$ cat src/rtl/vt4_pkg.sv
// Shared types and constants for the 4x4 vertex transform unit.
package vt4_pkg;

    // Width of one vector component or matrix element, signed fixed point.
    localparam int DATA_W      = 32;
    // Number of vector components and of matrix rows and columns.
    localparam int NUM_COMP    = 4;
    // Matrix configuration registers, two elements each.
    localparam int NUM_REGS    = 8;
    localparam int CFG_IDX_W   = 4;
    localparam int CFG_DATA_W  = 64;
    // Stream payload width: four packed components.
    localparam int VEC_W       = NUM_COMP * DATA_W;
    // Queue between the front and the back.
    localparam int QUEUE_DEPTH = 4;
    localparam int QPTR_W      = 2;
    localparam int QCNT_W      = 3;
    // Widths of the exact product and of the partial sums.
    localparam int PROD_W      = 2 * DATA_W;
    localparam int PAIR_W      = PROD_W + 1;
    localparam int SUM_W       = PROD_W + 2;

    // One classified vertex, ready for the arithmetic back end.
    typedef struct packed {
        logic                     point;
        logic signed [DATA_W-1:0] x;
        logic signed [DATA_W-1:0] y;
        logic signed [DATA_W-1:0] z;
        logic signed [DATA_W-1:0] w;
    } vt4_item_t;

    // Queue status as seen by the back end.
    typedef struct packed {
        logic      valid;
        vt4_item_t item;
    } vt4_qhead_t;

endpackage

$ cat src/rtl/vt4_queue.sv
// Short first-in first-out queue that decouples the front from the back.
module vt4_queue (
    input  logic               clk,
    input  logic               rst_n,
    input  logic               push_valid,
    input  vt4_pkg::vt4_item_t push_item,
    output logic               full,
    input  logic               pop,
    output vt4_pkg::vt4_qhead_t head
);
    import vt4_pkg::*;

    vt4_item_t         entry_reg [QUEUE_DEPTH];
    logic [QPTR_W-1:0] wr_ptr_reg;
    logic [QPTR_W-1:0] wr_ptr_next;
    logic [QPTR_W-1:0] rd_ptr_reg;
    logic [QPTR_W-1:0] rd_ptr_next;
    logic [QCNT_W-1:0] count_reg;
    logic [QCNT_W-1:0] count_next;
    logic              do_push;
    logic              do_pop;

    assign full    = (count_reg == QCNT_W'(QUEUE_DEPTH));
    assign do_push = push_valid && !full;
    assign do_pop  = pop && (count_reg != '0);

    // Pointer and occupancy update.
    always_comb
    begin
        wr_ptr_next = do_push ? wr_ptr_reg + 1'b1 : wr_ptr_reg;
        rd_ptr_next = do_pop ? rd_ptr_reg + 1'b1 : rd_ptr_reg;
        count_next  = count_reg;
        if (do_push && !do_pop)
        begin
            count_next = count_reg + 1'b1;
        end
        else if (do_pop && !do_push)
        begin
            count_next = count_reg - 1'b1;
        end
    end

    always_ff @(posedge clk or negedge rst_n)
    begin
        if (!rst_n)
        begin
            wr_ptr_reg <= '0;
            rd_ptr_reg <= '0;
            count_reg  <= '0;
        end
        else
        begin
            wr_ptr_reg <= wr_ptr_next;
            rd_ptr_reg <= rd_ptr_next;
            count_reg  <= count_next;
        end
    end

    // Entry storage.
    always_ff @(posedge clk)
    begin
        if (do_push)
        begin
            entry_reg[wr_ptr_reg] <= push_item;
        end
    end

    assign head.valid = (count_reg != '0);
    assign head.item  = entry_reg[rd_ptr_reg];

endmodule

$ cat config.mk
export PLATFORM = sky130hd
export DESIGN_NAME = vt4_queue
export DESIGN_NICKNAME = d
export VERILOG_FILES = /design/src/rtl/vt4_pkg.sv /design/src/rtl/vt4_queue.sv
export SDC_FILE = /design/constraint.sdc
export NUM_CORES = 1
export LEC_CHECK = 0
export BUFFER_PORTS_ARGS = -buffer_cell sky130_fd_sc_hd__buf_2
export CORE_UTILIZATION = 45
export CTS_CLUSTER_DIAMETER = 40
export CTS_CLUSTER_SIZE = 10
export DETAILED_ROUTE_END_ITERATION = 12
export PLACE_DENSITY = 0.68
export REMOVE_ABC_BUFFERS = 1
export SETUP_SLACK_MARGIN = 0.5
export SLEW_MARGIN = 0
export SYNTH_ARGS = -nofsm -noshare
export SYNTH_HDL_FRONTEND = slang
export SYNTH_SLANG_ARGS = --single-unit
$ cat constraint.sdc
create_clock -name clk -period 5.62 [get_ports clk]
set_clock_uncertainty 0.15 [all_clocks]
set_input_delay 1.405 -clock clk [delete_from_list [all_inputs] [get_ports clk]]
set_output_delay 1.405 -clock clk [all_outputs]
set_load 0.02 [all_outputs]
==> results of run 1 <==
-- path summary, 6_finish.rpt --
kind / endpoint / from / slack (ns) / cells after the start
setup / recovery: head[48] / rd_ptr_reg[0] / 1.45 / 3
hold / removal: count_reg[2] / count_reg[2] / 0.34 / 1
setup reg to reg: entry_reg[0][128] / count_reg[2] / 2.84 / 4
hold reg to reg: count_reg[2] / count_reg[2] / 0.34 / 1
max in group asynchronous: rd_ptr_reg[0] / rst_n / 4.61 / 1
min in group asynchronous: rd_ptr_reg[1] / rst_n / 0.53 / 1
-- cell usage in the layout, fill, tap and decap left out, types with 2 or more instances in the layout --
| cell type | instances |
|---|---|
| clkinvlp_4 | 3 |
| edfxtp_1 | 516 |
| dfrtp_4 | 2 |
| xnor2_1 | 4 |
| clkbuf_8 | 2 |
| ha_1 | 5 |
| xor2_1 | 2 |
| bufinv_16 | 5 |
| inv_1 | 3 |
| and2_4 | 4 |
| clkinv_4 | 3 |
| buf_4 | 12 |
| mux4_2 | 129 |
| dfrtp_1 | 5 |
| clkinv_2 | 4 |
| buf_2 | 263 |
| clkbuf_1 | 7 |
| clkinv_1 | 8 |
| buf_12 | 7 |
| clkbuf_16 | 73 |
-- final cells by class --
| cell class | count | area [um2] | area share (%) |
|---|---|---|---|
| clock inverter | 24 | 258 | 1.11 |
| timing repair buffer | 282 | 1550 | 6.67 |
| sequential | 523 | 15700 | 67.6 |
| antenna | 1 | 2.50 | 0.0108 |
| clock buffer | 82 | 1880 | 8.11 |
| inverter | 3 | 11.3 | 0.0486 |
| multi-input combinational | 153 | 3140 | 13.5 |
| tap | 532 | 666 | 2.87 |
-- layer usage --
layer  GRT usage, %  routed length, um  up-vias
met1           21.6              14300     4453
li1               -                  -     3724
met5              0                 26        -
met3           5.54               2940       49
met2           27.2              17900      289
met4           5.44                580        4
-- logic make-up after synthesis --
kind of cell / Yosys count
and+or+nand+nor: 10
buffers and inverters: 33
adders and majority gates: 6
xor gates and xnor gates: 6
muxes: 131
DFF: 523
-- where the power goes --
part           internal [mW]  total, mW  switching (mW)  leakage (nW)
clock                   2.58       4.07            1.48          1.04
sequential              5.16       5.45           0.288          4.81
combinational           1.58       3.87            2.28          2.10
-- through the flow --
step / area [um2] / hold WS [ns] / cells
floorplan: 18800 / 0.295 / 679
global placement: 21000 / 0.322 / 1493
detailed placement: 21000 / 0.336 / 1493
CTS: 23200 / 0.347 / 1599
global route: 23200 / 0.387 / 1599
finish: 23200 / 0.343 / 1600
==> flow_summary_export.csv, run 1 <==
group,metric,value,unit
clock_tree,clk-insertion-delay-late,0.55,ns
floorplanning,ioPinCount,264,
placed_design,hpwlAfterDp,21100,um
setup_path,critPathArrivalTime,2.61,ns
detailed_routing,initialDrtViolationCount,489,
detailed_routing,totalWireLength,35800,um
logic_synthesis,ys_top_cells_by_count,"edfxtp_1, mux4_2, buf_2, buf_6, dfrtp_1",
setup_path,cp-end-kind,"primary output",
clock_tree,ctsResizeCount,0,
floorplanning,core-area,41300,um2
clock_tree,cts-buffers-inserted,71,
detailed_routing,via_per_inst,5.32,
timing,setup_viol,0,
timing,slew_violations,0,
timing,worstMarginPinSlew,0.772,ns
logic_synthesis,synth_warnings,0,
logic_synthesis,synth_ff_type,"edfxtp_1",
clock_tree,cts_tree,"done",
power_and_ir_drop,powerDensity,577,nW/um2
timing,rsz0062_at_grt,"false",
timing,tns,0,ns
setup_path,slowest_delay,0.92,ns
logic_synthesis,post-synth-top-count-cell,"edfxtp_1",
hold_path,hold_class,"flip-flop to flip-flop",
global_routing,grt_usage,16.8,%
logic_synthesis,synth_area,19000,um2
timing,fmax,240,MHz
global_routing,grt_max_degree,73,
finish,nNetsFinal,1173,
timing,postLayoutSetupSlackWorst,1.45,ns
clock_tree,htree_levels,3,
clock_tree,clkTransAtPathRegs,0.05,ns
timing,fin_crit_sh,74.2,%
logic_synthesis,synthDominantCellAreaShare,81.4,%
power_and_ir_drop,ir_worst_vdd,0.327,mV
timing,fin_crit,4.17,ns
logic_synthesis,ys_ff_latch,523,
setup_path,worstPathCellList,"buf_4, mux4_2, buf_2",
floorplanning,chipWidth,208,um
placed_design,portBuffers,263,
power_and_ir_drop,power,13.4,mW
job,cap_viol_max_count,0,
floorplanning,start_util,46.1,%
placed_design,gp_congestion,0.713,
logic_synthesis,yosys-top-cells-area,"edfxtp_1, mux4_2, dfrtp_1",
clock_tree,cts_buffer_depth,3,
logic_synthesis,yosys-mux-area-fraction,15.4,%
logic_synthesis,synth_cells,709,
logic_synthesis,synth_xor_area_share,0.276,%
setup_path,cp.required,4.07,ns
global_routing,gr-total-overflow,0,
clock_tree,root_buffer,"clkbuf_16",
placed_design,pre_cts_slack,1.85,ns
setup_path,crit_fanout,35,
detailed_routing,drt-pass1-iter-count,5,
floorplanning,die_area,43100,um2
logic_synthesis,synth_compound_area_share,0,%
finish,fillers,3064,
global_routing,grt_pass1_vias,9255,
finish,drive_above_1_share,47.8,%
detailed_routing,wire_per_inst,22.4,um
global_routing,grt_pass1_wl,54300,um
logic_synthesis,synth_cell_types,22,
finish,largest_register_ffs,516,
logic_synthesis,yosys.area_share.simple,0.329,%
detailed_routing,dr_total_vias,8519,
floorplanning,fp.dieH,208,um
logic_synthesis,syn_area_per_cell,26.8,um2
status,status,"finished clean",
power_and_ir_drop,p_leak,7.94,nW
logic_synthesis,synth_edf_count,516,
global_routing,antenna_found_initial,4,
setup_path,crit_type,"flip-flop to primary output",
clock_tree,ctsHoldBuffers,0,
clock_tree,cts_setup_buffers,0,
setup_path,startpoint_type,"flip-flop",
setup_path,cpLargestDelayFamily,"flip-flops",
timing,hold_violations,0,
logic_synthesis,yosys.area.top_type,"edfxtp_1",
finish,area_delta_synth_final,21.8,%
finish,postLayoutCoreUtil,56.1,%
logic_synthesis,synth_top_family_by_area,"multiplexers",
logic_synthesis,synth-seq-area-share,82.4,%
logic_synthesis,synthAdderAreaFrac,0.434,%
setup_path,slowest_stage,"dfrtp_4",
logic_synthesis,ys_async_sr_fraction,1.34,%
floorplanning,rows,74,
detailed_routing,drc,0,
clock_tree,numClockSinks,523,
setup_path,crit_buf_inv,2,
timing,max_slew_margin,48.5,%
detailed_routing,ant_nets,0,
Note: power is estimated with default switching activity, not from simulation.
==> inputs of run 2 (changes only) <==
- PLACE_DENSITY: 0.68 -> 0.7
- clock period: 5.62 -> 3.5 ns (I/O delays scaled with it)
==> run 2 against run 1 <==
Compared with the run above: global-route usage is 2.1 points higher; combinational power is 120% higher; clock power is 63% higher; register-to-register slack worse by 1.7 ns; first-iteration DRC count is 39% higher; cell area is 6.4% higher; via count is 4.8% higher; total power is 78% higher; die area stayed put; sequential cell count stayed put; utilization is 3.6 points higher; cell count is 2.6% higher; critical path type unchanged; critical endpoint is now head[86]; largest cell class unchanged; highest routed layer unchanged.
==> flow_summary_export.csv, run 2 (synthesized netlist as in run 1, its figures left out) <==
group,metric,value,unit
status,status,"finished clean",
power_and_ir_drop,p_leak,8.57,nW
placed_design,place_inst,1507,
floorplanning,start_util,46.1,%
finish,largest_register_ffs,516,
finish,area_delta_synth_final,29.6,%
power_and_ir_drop,ir_worst_vdd,0.563,mV
detailed_routing,wire_per_inst,24.7,um
floorplanning,core-area,41300,um2
power_and_ir_drop,seqPwrFrac,36.0,%
timing,fin_crit_sh,90.1,%
setup_path,worstPathCellList,"buf_8, buf_12, buf_16, mux4_2, buf_6",
setup_path,rr_startpoint,"count_reg[2]",
hold_path,worstHoldStart,"count_reg[2]",
detailed_routing,totalWireLength,40500,um
power_and_ir_drop,power.share.clock,27.8,%
timing,fmax,317,MHz
timing,rsz0062_at_grt,"true",
setup_path,startpoint_type,"flip-flop",
placed_design,hpwlAfterDp,22400,um
placed_design,gp_congestion,0.699,
detailed_routing,dr_total_vias,8931,
clock_tree,clk-insertion-delay-late,0.57,ns
finish,layout_commonest_cell,"edfxtp_1",
global_routing,gr-total-overflow,0,
finish,nNetsFinal,1214,
setup_path,crit_type,"flip-flop to primary output",
finish,final_cell_mix,"edfxtp_1, buf_2, mux4_2",
power_and_ir_drop,swShare,30.3,%
power_and_ir_drop,internal_power,16.6,mW
floorplanning,chipWidth,208,um
timing,postLayoutSetupSlackWorst,0.347,ns
setup_path,cp-end-kind,"primary output",
finish,drive_above_1_share,49.9,%
timing,slew_violations,0,
power_and_ir_drop,powerDensity,967,nW/um2
setup_path,slowest_delay,0.52,ns
setup_path,cpLargestDelayFamily,"buffers and inverters",
setup_path,critPathArrivalTime,2.13,ns
power_and_ir_drop,power,23.9,mW
floorplanning,fp.dieH,208,um
detailed_routing,via_per_inst,5.44,
floorplanning,rows,74,
setup_path,cp-startpoint,"rd_ptr_reg[0]",
detailed_routing,initialDrtViolationCount,681,
timing,worstMarginPinSlew,0.559,ns
global_routing,grt_usage,18.9,%
clock_tree,root_buffer,"clkbuf_16",
global_routing,grt_max_degree,53,
finish,fillers,2893,
global_routing,grt_pass1_wl,59500,um
global_routing,grt_pass1_vias,9545,
setup_path,crit_buf_inv,4,
finish,finalNonFillerCells,1641,
floorplanning,die_area,43100,um2
timing,setup_viol,0,
setup_path,crit_fanout,5,
timing,hold_violations,0,
clock_tree,htree_levels,3,
timing,fin_crit,3.15,ns
placed_design,pre_cts_slack,0.670,ns
detailed_routing,drc,0,
clock_tree,numClockSinks,523,
placed_design,portBuffers,263,
power_and_ir_drop,switchingPower,7.24,mW
timing,max_slew_margin,62.7,%
floorplanning,ioPinCount,264,
setup_path,slowest_stage,"dfrtp_4",
clock_tree,cts_buffer_depth,3,
hold_path,hold_class,"flip-flop to flip-flop",
detailed_routing,drt-pass1-iter-count,5,
power_and_ir_drop,p_comb_share,36.2,%
clock_tree,clkTransAtPathRegs,0.05,ns
global_routing,antenna_found_initial,6,
setup_path,cp.required,2.47,ns
clock_tree,cts_tree,"done",
detailed_routing,ant_nets,0,
clock_tree,cts-buffers-inserted,70,
job,cap_viol_max_count,0,
[run 2: cell types whose count changed in the layout (fill, tap and decap cells not counted), moves of 4 or more]
cell / delta
buf_12: +14
buf_16: +18
buf_2: -85
buf_4: +4
buf_6: +85
[run 2: area by class of cell]
cell class	count	area [um2]	area share, %
flip-flops and latches	523	15700	63.6
multi-input cells	153	3140	12.7
repair buffers	324	3010	12.2
clock buffers	77	1800	7.30
well taps	532	666	2.70
clock inverters	28	360	1.46
inverters	3	11.3	0.0457
diodes	1	2.50	0.0101
[run 2: path summary, 6_finish.rpt]
check                      cells past startpoint  slack [ns]          endpoint
max in group asynchronous                      2        2.46     rd_ptr_reg[0]
setup reg to reg                               4        1.13  entry_reg[3][86]
hold reg to reg                                1        0.33      count_reg[2]
min in group asynchronous                      2        0.53     wr_ptr_reg[1]
hold / removal                                 1        0.33      count_reg[2]
setup / recovery                               5        0.35          head[86]
[run 2: stage by stage]
stage          hold WS (ns)  util, %  area, um2  TNS [ns]
2_1_floorplan         0.295        -      18800  -1136.22
6_report              0.334     59.7      24700         0
3_3_place_gp          0.324     51.5      21300         0
4_1_cts               0.317     58.7      24200         0
5_1_grt               0.329     59.7      24700         0
3_5_place_dp          0.329     51.5      21300         0
[run 2: what timing repair did]
item                                    in CTS  in global routing
hold endpoints to repair                     7                  0
resized for setup                           91                114
pin swaps                                    0                  0
endpoints found under the setup margin     129                129
gates cloned                                14                  4
hold buffers                                 1                  0
setup buffers                                9                  0
[run 2: layer usage]
layer | GRT usage (%) | vias up | routed length (um) | share of wire (%)
met5 | 0 | - | 92 | 0.23
met4 | 6.31 | 12 | 935 | 2.3
met3 | 5.33 | 83 | 3090 | 7.6
met2 | 30.1 | 339 | 20000 | 49
met1 | 25.3 | 4674 | 16400 | 40
li1 | - | 3823 | - | -
[run 2: power by group through the flow]
| stage | Clock (mW) | Combinational [mW] | Sequential [mW] |
|---|---|---|---|
| final | 6.64 | 8.64 | 8.58 |
| after global placement | 0 | 6.72 | 8.61 |
| after CTS | 6.78 | 8.12 | 8.59 |
| after global routing | 7.01 | 9.10 | 8.67 |
| after floorplan | 0 | 3.70 | 9.17 |
| after detailed placement | 0 | 6.73 | 8.68 |
==> inputs of run 3 (changes only) <==
- CELL_PAD_IN_SITES_DETAIL_PLACEMENT: not set -> 1
- CELL_PAD_IN_SITES_GLOBAL_PLACEMENT: not set -> 2
- CORE_UTILIZATION: 45 -> 41
- PLACE_DENSITY: 0.7 -> 0.79
==> run 3 against run 2 <==
Compared with the run above: total power rose by 4.4%; die area rose by 9.7%; clock power up 7.5%; via count fell by 1.0%; sequential share of layout area fell by 1.4 points; critical path type unchanged.
==> flow_summary_export.csv, run 3 (synthesized netlist as in run 1, its figures left out) <==
group,metric,value,unit
status,status,"finished clean",
job,cap_viol_max_count,0,
floorplanning,ioPinCount,264,
placed_design,hpwlAfterDp,24100,um
setup_path,cp.required,2.47,ns
finish,postLayoutCoreUtil,55.3,%
placed_design,pre_cts_slack,0.669,ns
timing,postLayoutSetupSlackWorst,0.304,ns
floorplanning,die_area,47300,um2
global_routing,gr-total-overflow,0,
placed_design,place_inst,1565,
clock_tree,cts_tree,"done",
timing,setup_viol,0,
setup_path,crit_type,"flip-flop to primary output",
floorplanning,core-area,45600,um2
clock_tree,root_buffer,"clkbuf_16",
finish,nNetsFinal,1219,
power_and_ir_drop,ir_worst_vdd,0.570,mV
clock_tree,htree_levels,3,
timing,worstMarginPinSlew,0.577,ns
timing,fmax,313,MHz
detailed_routing,ant_nets,0,
finish,finalNonFillerCells,1728,
timing,fin_hold_ws,0.329,ns
hold_path,worstHoldStart,"count_reg[2]",
setup_path,startpoint_type,"flip-flop",
setup_path,critPathArrivalTime,2.17,ns
finish,fin_area,25200,um2
timing,rsz0062_at_grt,"true",
setup_path,rr_startpoint,"count_reg[2]",
global_routing,grt_pass1_vias,10000,
hold_path,whs_path_depth,1,
timing,fin_crit,3.20,ns
clock_tree,cts-buffers-inserted,76,
global_routing,antenna_found_initial,10,
clock_tree,clkTransAtPathRegs,0.05,ns
setup_path,cp-end-kind,"primary output",
placed_design,gp_congestion,0.688,
placed_design,portBuffers,263,
hold_path,hold_class,"flip-flop to flip-flop",
clock_tree,clk-insertion-delay-late,0.59,ns
power_and_ir_drop,p_leak,8.76,nW
setup_path,rr_endpoint,"entry_reg[3][77]",
timing,fin_crit_sh,91.3,%
detailed_routing,via_per_inst,5.12,
global_routing,grt_usage,18.8,%
clock_tree,numClockSinks,523,
detailed_routing,totalWireLength,43600,um
hold_path,hold_end,"count_reg[2]",
setup_path,crit_fanout,7,
timing,max_slew_margin,61.5,%
floorplanning,start_util,41.7,%
timing,slew_violations,0,
finish,largest_register_ffs,516,
detailed_routing,dr_total_vias,8842,
placed_design,placed_cell_area,21300,um2
global_routing,grt_pass1_wl,64000,um
power_and_ir_drop,powerDensity,987,nW/um2
finish,final_cell_mix,"edfxtp_1, buf_2, mux4_2",
setup_path,r2r_setup_slack,1.10,ns
timing,tns,0,ns
floorplanning,chipWidth,217,um
detailed_routing,drt-pass1-iter-count,4,
setup_path,rr_worst_depth,4,
finish,area_delta_synth_final,32.6,%
clock_tree,cts_buffer_depth,3,
detailed_routing,initialDrtViolationCount,432,
detailed_routing,wire_per_inst,25.2,um
finish,drive_above_1_share,50.6,%
power_and_ir_drop,power,24.9,mW
timing,hold_violations,0,
finish,layout_commonest_cell,"edfxtp_1",
detailed_routing,drc,0,
floorplanning,fp.dieH,217,um
global_routing,grt_max_degree,40,
floorplanning,rows,78,
[run 3: cell types whose count changed in the layout (fill, tap and decap cells not counted), moves of 3 or more]
cell	delta
clkbuf_16	+7
clkinv_2	+5
buf_2	-37
buf_6	+40
buf_4	-5
clkinvlp_4	+3
inv_6	+7
clkinv_1	+3
[run 3: layer usage]
| layer | GRT usage [%] | part of all wire [%] |
|---|---|---|
| met1 | 22.0 | 38 |
| met2 | 32.4 | 52 |
| met3 | 6.29 | 6.5 |
| met4 | 5.99 | 2.4 |
| met5 | 0 | 0.18 |
[run 3: worst max-delay path: stages, from the launching register on]
cell and delay (ns):
dfrtp_4 0.50, buf_4 0.16, buf_12 0.14, clkbuf_16 0.18, mux4_2 0.45, buf_6 0.15
[run 3: layout make-up]
cell class	count	area [um2]
fill	3848	20400
sequential	523	15700
timing repair buffer	323	3270
multi-input combinational	153	3140
clock buffer	82	1970
tap	600	751
clock inverter	41	407
inverter	3	11.3
antenna	3	7.51
[run 3: timing repair]
item,CTS,global route
setup endpoints to repair,129,128
cloned,13,4
gates resized for setup,159,125
hold endpoints to repair,7,0
setup buffers,14,5
hold buffers,1,0
[run 3: worst max path at each step]
stage / to / depth (start not counted) / start / slack [ns]
after floorplan: head[0] / 1 / rd_ptr_reg[0] / -3.28
after global placement: entry_reg[1][41] / 4 / push_valid / 0.65
after detailed placement: entry_reg[3][112] / 4 / push_valid / 0.67
after CTS: head[95] / 5 / rd_ptr_reg[0] / 0.25
after global routing: head[19] / 5 / rd_ptr_reg[0] / 0.24
final: head[19] / 5 / rd_ptr_reg[0] / 0.30
[run 3: where the power goes]
part	switching [mW]	internal [mW]	total, mW
sequential	0.322	8.28	8.60
clock	2.65	4.48	7.14
combinational	4.53	4.63	9.16
total	7.51	17.4	24.9
