$ cat src/rtl/vt4_pkg.sv
// Shared types and constants for the 4x4 vertex transform unit.
package vt4_pkg;

    // Width of one vector component or matrix element, signed fixed point.
    localparam int DATA_W      = 32;
    // Number of vector components and of matrix rows and columns.
    localparam int NUM_COMP    = 4;
    // Matrix configuration registers, two elements each.
    localparam int NUM_REGS    = 8;
    localparam int CFG_IDX_W   = 4;
    localparam int CFG_DATA_W  = 64;
    // Stream payload width: four packed components.
    localparam int VEC_W       = NUM_COMP * DATA_W;
    // Queue between the front and the back.
    localparam int QUEUE_DEPTH = 4;
    localparam int QPTR_W      = 2;
    localparam int QCNT_W      = 3;
    // Widths of the exact product and of the partial sums.
    localparam int PROD_W      = 2 * DATA_W;
    localparam int PAIR_W      = PROD_W + 1;
    localparam int SUM_W       = PROD_W + 2;

    // One classified vertex, ready for the arithmetic back end.
    typedef struct packed {
        logic                     point;
        logic signed [DATA_W-1:0] x;
        logic signed [DATA_W-1:0] y;
        logic signed [DATA_W-1:0] z;
        logic signed [DATA_W-1:0] w;
    } vt4_item_t;

    // Queue status as seen by the back end.
    typedef struct packed {
        logic      valid;
        vt4_item_t item;
    } vt4_qhead_t;

endpackage

$ cat src/rtl/vt4_front.sv
// Input stage: accepts vertices and classifies them as full vectors or points.
module vt4_front #(
    parameter int FRAC_BITS = 16
) (
    input  logic                     clk,
    input  logic                     rst_n,
    input  logic                     s_tvalid,
    output logic                     s_tready,
    input  logic [vt4_pkg::VEC_W-1:0] s_tdata,
    input  logic                     s_tuser,
    output logic                     push_valid,
    output vt4_pkg::vt4_item_t       push_item,
    input  logic                     q_full
);
    import vt4_pkg::*;

    localparam logic [DATA_W-1:0] ONE_FX = DATA_W'(1) << FRAC_BITS;

    logic      front_valid_reg;
    logic      front_valid_next;
    vt4_item_t item_reg;
    vt4_item_t item_next;
    logic      accept;
    logic      push;

    // The stage takes a new vertex when it is empty or drains this cycle.
    assign s_tready = !front_valid_reg || !q_full;
    assign accept   = s_tvalid && s_tready;
    assign push     = front_valid_reg && !q_full;

    // A point takes w as one; a full vector keeps its own w.
    always_comb
    begin
        item_next.point = s_tuser;
        item_next.x     = s_tdata[DATA_W-1:0];
        item_next.y     = s_tdata[2*DATA_W-1:DATA_W];
        item_next.z     = s_tdata[3*DATA_W-1:2*DATA_W];
        item_next.w     = s_tuser ? ONE_FX : s_tdata[4*DATA_W-1:3*DATA_W];
    end

    always_comb
    begin
        if (accept)
        begin
            front_valid_next = 1'b1;
        end
        else if (push)
        begin
            front_valid_next = 1'b0;
        end
        else
        begin
            front_valid_next = front_valid_reg;
        end
    end

    always_ff @(posedge clk or negedge rst_n)
    begin
        if (!rst_n)
        begin
            front_valid_reg <= 1'b0;
        end
        else
        begin
            front_valid_reg <= front_valid_next;
        end
    end

    always_ff @(posedge clk)
    begin
        if (accept)
        begin
            item_reg <= item_next;
        end
    end

    assign push_valid = front_valid_reg;
    assign push_item  = item_reg;

endmodule

$ cat config.mk
export PLATFORM = sky130hd
export DESIGN_NAME = vt4_front
export DESIGN_NICKNAME = d
export VERILOG_FILES = /design/src/rtl/vt4_pkg.sv /design/src/rtl/vt4_front.sv
export SDC_FILE = /design/constraint.sdc
export NUM_CORES = 1
export LEC_CHECK = 0
export ABC_AREA = 1
export BUFFER_PORTS_ARGS = -buffer_cell sky130_fd_sc_hd__buf_2
export CAP_MARGIN = 10
export CORE_UTILIZATION = 25
export CTS_CLUSTER_DIAMETER = 40
export DETAILED_ROUTE_END_ITERATION = 10
export GPL_TIMING_DRIVEN = 0
export PLACE_DENSITY_LB_ADDON = 0.1
export SKIP_CTS_REPAIR_TIMING = 1
export SYNTH_ARGS = -nofsm -noshare
export SYNTH_HDL_FRONTEND = slang
export SYNTH_SLANG_ARGS = --single-unit
$ cat constraint.sdc
create_clock -name clk -period 9.6 [get_ports clk]
set_input_delay 2.4 -clock clk [delete_from_list [all_inputs] [get_ports clk]]
set_output_delay 2.4 -clock clk [all_outputs]
set_load 0.02 [all_outputs]
==> impl_results.md, run 1 <==
* Overflow after GRT at 0
* Die area at approximately 0.017 mm^2
* Max_cap viols at 0
* FF-to-FF setup slack at 7630 ps
* Routed WL at 9940 um
* Final Critical Period at 5160 ps
* Unrepaired setup endpoints after global routing: false
* Top cells by area, synth: edfxtp_1 (93%), inv_1 (2.9%), nor2_1 (2.8%)
* CP required at 7200 ps
* Die W at 131 um
* Htree depth at 4
* I/O pin total at 264
* Max incr delay on CP at 160 ps
* Status: completed
* Post-route total power at 1.35 mW
* Vias per cell at 3.73
* GRT Total Usage at 11.8%
* Critical path's slowest cell: buf_2
* CTS Buffer Depth at 2
* Count of different cell masters after synthesis at 8
* Syn nets at 333
* Post-DRT Antenna Nets at 0
* Mapped Area at 0.00419 mm^2
* Syn Inst Count at 200
* CTS tree: built
* Clk sinks at 130
* First-pass GRT wire length at 15200 um
* Largest net degree at the start of global routing at 29
* Fin nets at 620
* Drt drc at 0
* Area leader, netlist: edfxtp_1
* Final Max Tran Viols at 0
* Final Hold Fails at 0
* Seq/Total Area, Yosys at 93.1%
* WL per Instance at about 14 um
* Starting DRT DRC Count at 87
* TritonCTS Buffers at 17
* Slew headroom at 55.5%
* YS warnings at 0
* PortBufs at approximately 260
* Row count at 46
* Crit path top cell by count: buf_2
* Critical Path AT at 2760 ps
* Initial antenna violation count at 0
* Crit share post-route at 53.8%
* Starting Density at 26.0%
* Critical path peak fanout at 2
* Worst slew pin tran at around 670 ps
* Yosys top cell area share at 92.5%
* Leakage at between 2 and 3 nW
* Seq cells post-synth at 130
* Final setup viols at 0
* FILL cells at 1588
* Critical path's top delay family: buffers and inverters
* Util after Layout at 39.7%
* Die height at 131 um
* Worst setup slack after layout at 4440 ps
* Vias in the first global route at 2841
* Pre-CTS setup slack at 4440 ps
* Hold Path Class: reg2reg
* Syn_area_per_cell at 20.9 um^2
* Max Clock Skew at 7.45 ps
* Fmax achieved at 194 MHz
* Crit start category: primary input
* HPWL Detailed at 7610 um
* Clock Pin Slew Worst Setup and Hold Paths at 60 ps
* Pwr per Cell Area at 210 mW/mm^2
* Worst vdd ir at about 0.00011 V
* Area delta synth->final at 52.9%
* Share of layout cells above drive strength 1 at between 50% and 60%
* CTS Root Cell: clkbuf_16
* Count of buffer and inverter cells on the critical path at 2
* Crit Path Category: in2out
* Via count at 2673
* Worst-skew pair later-pin latency at slightly above 400 ps
* Core area at between 0.015 and 0.02 mm^2
* CP endpoint kind: output port
* CP cell instances: buf_2 > nand2_1 > buf_2
* Placer Congestion at 0.779
* Ant diodes at 0
* DRT Pass-1 Iters at 4
==> per-layer routing <==
layer / share of wire [%] / global-route usage, %
met4: 1.8 / 6.01
met2: 47 / 18.3
met1: 39 / 13.1
met5: 0 / 0
met3: 12 / 6.37
==> sequential cells by signal, summed over array words and instances (netlist names) <==
register and flops:
push_item 129, push_valid 1
==> final timing paths <==
check                                          end                    from  depth (start not counted)
max in group asynchronous   push_valid$_DFFE_PN0P_                   rst_n                          1
setup / recovery                          s_tready                  q_full                          3
hold reg to reg             push_valid$_DFFE_PN0P_  push_valid$_DFFE_PN0P_                          2
hold / removal              push_valid$_DFFE_PN0P_  push_valid$_DFFE_PN0P_                          2
setup reg to reg           push_item[52]$_DFFE_PP_  push_valid$_DFFE_PN0P_                          4
min in group asynchronous   push_valid$_DFFE_PN0P_                   rst_n                          1
==> area by class of cell <==
type	instances	area [um^2]	area share [%]
multi-input combinational	35	146	2.29
tap	216	270	4.22
buffer	3	33.8	0.527
clock buffer	19	433	6.76
timing repair buffer	268	1430	22.3
inverter	32	120	1.88
clock inverter	13	71.3	1.11
sequential	130	3900	60.9
==> synth_stat cells, drive strengths merged <==
library cell    n
edfxtp        129
inv            32
nor2           31
buf             3
nand2           2
a21oi           1
dfrtp           1
or2             1
==> power breakdown <==
part	leakage (nW)	total (mW)	internal [mW]	switching [mW]
Combinational	1.35	0.127	0.0484	0.0785
Sequential	1.25	0.669	0.663	0.00667
Clock	0.252	0.549	0.323	0.226
==> layout by cell type (no fill, tap or decap), drive strengths merged <==
cell        n
nor2       31
inv        32
nand2       2
a21oi       1
dfrtp       1
clkinv     12
edfxtp    129
clkinvlp    1
clkbuf     19
buf       271
or2         1
==> worst register-to-register path, delay by kind of cell (launching register included) <==
family                 cells  cell delay (ps)
buffers and inverters      3              690
DFF                        1              410
AOI/OAI and AO/OA          1              560
==> cells by family (layout without fill, tap and decap cells) <==
logic type	Yosys count	count (layout)	synth area share [%]
AND/OR/NAND/NOR	34	34	3.11
AO/OA/AOI/OAI	1	1	0.119
buffers and inverters	35	335	3.67
flip-flops	130	130	93.1
==> per-stage QoR <==
| stage | area (um^2) | instances | hold WS (ps) | setup TNS, ps |
|---|---|---|---|---|
| floorplan | 4190 | 200 | 764 | 0 |
| finish | 6400 | 716 | 561 | 0 |
| CTS | 6400 | 716 | 568 | 0 |
| global placement | 5770 | 679 | 486 | -335790 |
| global route | 6400 | 716 | 616 | 0 |
| detailed placement | 5900 | 684 | 553 | 0 |
Note: power is estimated with default switching activity, not from simulation.
==> run 2: changes to the inputs <==
--- a/config.mk
+++ b/config.mk
@@ -5,7 +5,7 @@
 export SDC_FILE = /design/constraint.sdc
 export NUM_CORES = 1
 export LEC_CHECK = 0
-export ABC_AREA = 1
+export ABC_AREA = 0
 export BUFFER_PORTS_ARGS = -buffer_cell sky130_fd_sc_hd__buf_2
 export CAP_MARGIN = 10
 export CORE_UTILIZATION = 25
==> constraint.sdc (replaced) <==
create_clock -name clk -period 4.3 [get_ports clk]
set_input_delay 1.075 -clock clk [delete_from_list [all_inputs] [get_ports clk]]
set_output_delay 1.075 -clock clk [all_outputs]
set_load 0.02 [all_outputs]
==> run 2 against run 1 <==
Effect of this change:
- critical endpoint unchanged
- flip-flop and latch count stayed put
- non-clock buffer count is 1 higher
- cell count is 4.3% lower
- final area is 1.7% higher
- clock skew is 1.2 ps lower
- core utilization is 0.95 points higher
- via count is 0.45% lower
- synthesized area is 1.2% lower
- die area is 1.1% lower
==> impl_results.md, run 2 <==
* Top_reg_cell synth: edfxtp_1
* Grt peak-use layer: met2
* Placed inst area at 0.00589 mm^2 (-0.11%)
* TritonCTS Buffers at 17 (unchanged)
* FILL cells at 1568 (-1.3%)
* Area leader, netlist: edfxtp_1
* GR Util met1 at 11.9% (-1.3 points)
* YS warnings at 0 (unchanged)
* Met2 usage at 19.3% (+0.95 points)
* CP cell instances: buf_2 > nand2_1 > buf_2
* Final Max Tran Viols at 0 (unchanged)
* Critical path's top delay family: buffers and inverters
* Syn_area_per_cell at 24.6 um^2 (+18%)
* Most common cell after layout, fill and taps aside: buf_2
* Crit share post-route at 58.4%
* FFs w/ async S/R, synth at 0.769% (unchanged)
* Critical path's slowest cell: buf_2
* Count of different cell masters after synthesis at 9 (+1)
* Final Hold Fails at 0 (unchanged)
* Crit start category: primary input
* Yosys top cell area share at 93.6% (+1.1 points)
* Clk sinks at 130 (unchanged)
* Placer Congestion at 0.674 (-14%)
* Status: completed
* Worst Setup SP: q_full
* Htree depth at 4 (unchanged)
* Unrepaired setup endpoints after global routing: false
* WL per Instance at 15.1 um (+9.0%)
* Syn Inst Count at 168 (-16%)
* Hold Path Class: in2async
* Pwr per Cell Area at 503 mW/mm^2 (+140%)
* Post-synth top cells: edfxtp_1 (129), nor2b_1 (31), buf_2 (2)
* CTS Root Cell: clkbuf_16
* Worst vdd ir at 0.000232 V (+110%)
* Routed WL at 10400 um (+4.2%)
* Max_cap viols at 0 (unchanged)
* CTS tree: built
* Drt drc at 0 (unchanged)
* Fmax achieved at around 400 MHz
* Met3 usage at 7.98% (+1.6 points)
* HPWL Detailed at 7950 um (+4.6%)
* Die height at 131 um (-0.57%)
* DRT Pass-1 Iters at 4 (unchanged)
* Vias in the first global route at 2716 (-4.4%)
* Initial antenna violation count at 0 (unchanged)
* Vias per cell at 3.88 (+4.1%)
* Slew headroom at 50.3% (-5.2 points)
* Count of buffer and inverter cells on the critical path at 2 (unchanged)
* CP required at 3220 ps (-3980 ps)
* I/O pin total at 264 (unchanged)
* Max Clock Skew at 6.25 ps (-1.20 ps)
* Critical path peak fanout at 3 (+1)
* Final Critical Period at around 2500 ps
* Util after Layout at 40.7% (+0.95 points)
* PortBufs at 263 (unchanged)
* Worst r2r src: push_valid$_DFFE_PN0P_
* Crit path top cell by count: buf_2
* Seq cells post-synth at 130 (unchanged)
* Ant diodes at 0 (unchanged)
* Post-DRT Antenna Nets at 0 (unchanged)
* Starting DRT DRC Count at 114 (+31%)
* CTS Buffer Depth at 2 (unchanged)
* Critical Path AT at 1440 ps (-1320 ps)
* Mapped Area at 0.00414 mm^2 (-1.2%)
* Worst slew pin tran at 743 ps (+77.9 ps)
* Share of layout cells above drive strength 1 at 64.8% (+5.0 points)
* Core area at 0.0160 mm^2 (-0.71%)
* Die area at 0.0171 mm^2 (-1.1%)
* Final setup viols at 0 (unchanged)
* Overflow after GRT at 0 (unchanged)
* Max reg flops at 129 (unchanged)
* Row count at 46 (unchanged)
* Die W at 131 um (-0.57%)
* Starting Density at 25.9% (-0.12 points)
* Leakage at 2.75 nW (-3.6%)
* GRT Total Usage at 11.9% (+0.075 points)
* Worst-skew pair later-pin latency at 410 ps (about the same)
* Crit Path Category: in2out
* Most frequent cells in the layout: buf_2 (265), edfxtp_1 (129), nor2b_1 (31)
* Syn nets at 301 (-9.6%)
* First-pass GRT wire length at 14600 um (-4.4%)
* Seq/Total Area, Yosys at 94.2% (+1.1 points)
* Most frequent cell after synthesis: edfxtp_1
* Final Instance Area at 0.00651 mm^2 (+1.7%)
* Largest net degree at the start of global routing at 28 (-3.4%)
* Top cells by area, synth: edfxtp_1 (94%), nor2b_1 (4.7%), dfrtp_1 (0.60%)
* Max incr delay on CP at 160 ps (about the same)
* CP endpoint kind: output port
* Via count at 2661 (-0.45%)
* Area delta synth->final at 57.3%
* Clock Pin Slew Worst Setup and Hold Paths at 60 ps (about the same)
* Fin nets at 589 (-5.0%)
* Post-synth EDFFs at 129 (unchanged)
## run 2: worst paths after layout
path	cells after the start	end	slack, ps
max in group asynchronous	1	push_valid$_DFFE_PN0P_	3790
max	3	s_tready	1790
max reg2reg	4	push_item[68]$_DFFE_PP_	2290
min reg2reg	1	push_valid$_DFFE_PN0P_	600
min	1	push_valid$_DFFE_PN0P_	430
min in group clk	1	push_valid$_DFFE_PN0P_	600
## run 2: layout make-up
type	instances	area, um^2	area share, %
plain buffers	3	21.3	0.327
clock buffers	17	425	6.53
clock inverters	15	191	2.94
multi-input cells	35	230	3.54
flip-flops and latches	130	3900	59.9
well taps	216	270	4.15
repair buffers	269	1470	22.6
## run 2: report_power, final
part	internal (mW)	leakage, nW	switching (mW)
logic	0.115	1.21	0.172
clock network	0.964	0.292	0.531
registers	1.48	1.25	0.0169
total	2.56	2.75	0.719
## run 2: through the flow
stage / TNS [ps] / worst slack, ps / std cells / hold WS [ps] / total power, mW
after floorplan: 0 / 634 / 168 / 678 / 1.66
after global placement: -49910 / -396 / 647 / 579 / 1.80
after detailed placement: 0 / 1510 / 653 / 591 / 1.82
after CTS: 0 / 1790 / 685 / 399 / 3.33
after global routing: 0 / 1760 / 685 / 399 / 3.40
final: 0 / 1790 / 685 / 428 / 3.28
## run 2: per-layer routing
layer | wire, um | vias up
li1 | - | 1227
met1 | 3740 | 1245
met2 | 4970 | 182
met3 | 1550 | 7
met4 | 93 | 0
met5 | 0 | -
## run 2: cells by family after synthesis
group                  after synthesis  share of synthesized area, %
AND/OR/NAND/NOR                     33                          4.93
buffers and inverters                3                         0.514
AO/OA/AOI/OAI                        2                         0.363
flip-flops                         130                          94.2
## run 2: worst reg2reg max path, delay by kind of cell (launching register included)
| kind | cells | cell delay [ps] |
|---|---|---|
| DFF | 1 | 440 |
| AOI/OAI and AO/OA | 1 | 630 |
| buffers and inverters | 3 | 640 |
==> run 3: changes to the inputs <==
--- a/config.mk
+++ b/config.mk
@@ -5,7 +5,7 @@
 export SDC_FILE = /design/constraint.sdc
 export NUM_CORES = 1
 export LEC_CHECK = 0
-export ABC_AREA = 0
+export ABC_AREA = 1
 export BUFFER_PORTS_ARGS = -buffer_cell sky130_fd_sc_hd__buf_2
 export CAP_MARGIN = 10
 export CORE_UTILIZATION = 25
==> constraint.sdc (replaced) <==
create_clock -name clk -period 2.4 [get_ports clk]
set_input_delay 0.6 -clock clk [delete_from_list [all_inputs] [get_ports clk]]
set_output_delay 0.6 -clock clk [all_outputs]
set_load 0.02 [all_outputs]
==> run 3 against run 2 <==
Effect of this change:
- combinational power is 79% higher
- worst hold slack worse by 64 ps
- sequential power rose by 79%
- non-clock buffer count is the same
- core utilization shrank 0.56 points
- count of clock-buffer cells in the layout up 1
- die area increased by 1.2%
- sequential share of layout area rose by 0.41 points
- power rose by 69%
- first-iteration DRC count down 5.3%
==> impl_results.md, run 3 (synthesized netlist as in run 1, its figures left out) <==
* Status: completed
* CP required at 2510 ps (-710 ps)
* Final Critical Period at 2020 ps
* Clock Pin Slew Worst Setup and Hold Paths at 60 ps (about the same)
* Worst setup slack after layout at 378 ps (-1410 ps)
* Fin nets at 621 (+5.4%)
* Die height at 131 um (+0.58%)
* Row count at 46 (unchanged)
* Largest net degree at the start of global routing at 27 (-3.6%)
* Vias per cell at 3.79 (-2.4%)
* Area delta synth->final at 54.4%
* CTS Root Cell: clkbuf_16
* Htree depth at 4 (unchanged)
* Hold Path Class: in2reg
* GRT Total Usage at 11.8% (-0.13 points)
* Fin Hold WS at 364 ps (-64.1 ps)
* Min-delay src: s_tdata[88]
* Post-route total power at 5.53 mW (+69%)
* Ant diodes at 0 (unchanged)
* Worst r2r src: push_valid$_DFFE_PN0P_
* Leakage at 2.87 nW (+4.5%)
* Starting Density at 26.0% (+0.12 points)
* Most common cell after layout, fill and taps aside: buf_2
* Overflow after GRT at 0 (unchanged)
* Critical path's slowest cell: a21oi_4
* FILL cells at 1597 (+1.8%)
* FF-to-FF setup slack at 380 ps (-1910 ps)
* Starting DRT DRC Count at 108 (-5.3%)
* CP cell instances: a21oi_4 > buf_12 > buf_16 > buf_12
* Multi-input logic area at 146 um^2 (-36%)
* CP endpoint kind: flop
* Unrepaired setup endpoints after global routing: false
* Reg-to-reg endpoint: push_item[84]$_DFFE_PP_
* CTS Buffer Depth at 2 (unchanged)
* Initial antenna violation count at 0 (unchanged)
* Clk sinks at 130 (unchanged)
* Worst vdd ir at 0.000510 V (+120%)
* Pwr per Cell Area at 856 mW/mm^2 (+70%)
* HPWL Detailed at 7700 um (-3.2%)
* Worst Hold End: push_item[56]$_DFFE_PP_
* Die area at 0.0173 mm^2 (+1.2%)
* Die W at 131 um (+0.58%)
* I/O pin total at 264 (unchanged)
* Pre-CTS setup slack at 18.9 ps (-1490 ps)
* Crit Path Category: reg2reg
* Via count at 2718 (+2.1%)
* Critical path peak fanout at 26 (+23)
* TritonCTS Buffers at 17 (unchanged)
* Drt drc at 0 (unchanged)
* PortBufs at 263 (unchanged)
* Max Clock Skew at 4.30 ps (-1.95 ps)
* First-pass GRT wire length at 15000 um (+3.3%)
* Final Hold Fails at 0 (unchanged)
* Hold path cells at 1
* Worst slew pin tran at 757 ps (+13.2 ps)
* Worst-skew pair later-pin latency at 400 ps (about the same)
* Core area at 0.0161 mm^2 (+0.72%)
* Share of layout cells above drive strength 1 at 60.5% (-4.3 points)
* Register-to-Register Path Depth at 4 (unchanged)
* Vias in the first global route at 2821 (+3.9%)
* Critical Path AT at 2130 ps (+690 ps)
* Placed Cells at 684 (+4.7%)
* Fin cells at 717 (+4.7%)
* Fmax achieved at just under 500 MHz
* Register area at 0.00390 mm^2 (unchanged)
* Placer Congestion at 0.771 (+14%)
* Post-DRT Antenna Nets at 0 (unchanged)
* Routed WL at 10000 um (-3.5%)
* DRT Pass-1 Iters at 4 (unchanged)
* Crit share post-route at between 80% and 90%
* Final Max Tran Viols at 0 (unchanged)
* Crit path top cell by count: buf_12
* CTS tree: built
* Final setup viols at 0 (unchanged)
* WL per Instance at 13.9 um (-7.8%)
* Max_cap viols at 0 (unchanged)
* Max reg flops at 129 (unchanged)
* Most frequent cells in the layout: buf_2 (263), edfxtp_1 (129), inv_1 (31), nor2_1 (31), clkbuf_16 (17)
* Slew headroom at 49.4% (-0.87 points)
* Crit start category: flop
* Max incr delay on CP at 630 ps (+470 ps)
-- run 3: cell types whose count changed in the layout (fill, tap and decap cells not counted), sizes merged, moves of 2 or more --
cell	before	now
bufinv	4	1
clkinv	7	11
clkinvlp	4	2
inv	0	32
nor2	0	31
nor2b	31	0
-- run 3: worst max-delay path by stage --
stage	start	depth (start not counted)	slack (ps)	to
after floorplan	q_full	1	-760	push_item[0]$_SDFFCE_PP0P_
after global placement	q_full	2	-1810	push_item[118]$_DFFE_PP_
after detailed placement	q_full	5	20	push_item[105]$_DFFE_PP_
after CTS	push_valid$_DFFE_PN0P_	4	320	push_item[84]$_DFFE_PP_
after global routing	push_valid$_DFFE_PN0P_	4	240	push_item[59]$_DFFE_PP_
final	push_valid$_DFFE_PN0P_	4	380	push_item[84]$_DFFE_PP_
-- run 3: worst max-delay path: cells and delay by family, from the launching register on --
| kind | cells | cell delay [ps] |
|---|---|---|
| buffers and inverters | 3 | 650 |
| AO/OA/AOI/OAI | 1 | 630 |
| flip-flops | 1 | 410 |
-- run 3: layout make-up --
| class | count | area share, % |
|---|---|---|
| Buffer | 3 | 0.522 |
| Clock buffer | 18 | 6.64 |
| Clock inverter | 14 | 1.82 |
| Inverter | 32 | 1.90 |
| Multi-Input combinational cell | 35 | 2.26 |
| Sequential cell | 130 | 60.3 |
| Tap cell | 216 | 4.18 |
| Timing Repair Buffer | 269 | 22.4 |
-- run 3: metrics by stage --
step | instance area, um^2 | utilization, % | TNS, ps
4_1_cts | 6460 | 40.1 | 0
2_1_floorplan | 4200 | - | -98050
3_5_place_dp | 5910 | 36.7 | 0
3_3_place_gp | 5790 | 35.9 | -232380
5_1_grt | 6470 | 40.1 | 0
6_report | 6470 | 40.1 | 0
-- run 3: routing by layer --
metal  up-vias  wire length, um  GRT usage [%]
met3         9             1400           8.02
met5         -                0              0
li1       1292                -              -
met1      1242             3800           12.3
met2       175             4670           18.3
met4         0              121           5.04
-- run 3: power breakdown --
part | switching (mW) | internal (mW)
sequential | 0.0269 | 2.65
combinational | 0.316 | 0.197
clock | 0.929 | 1.41
total | 1.27 | 4.26
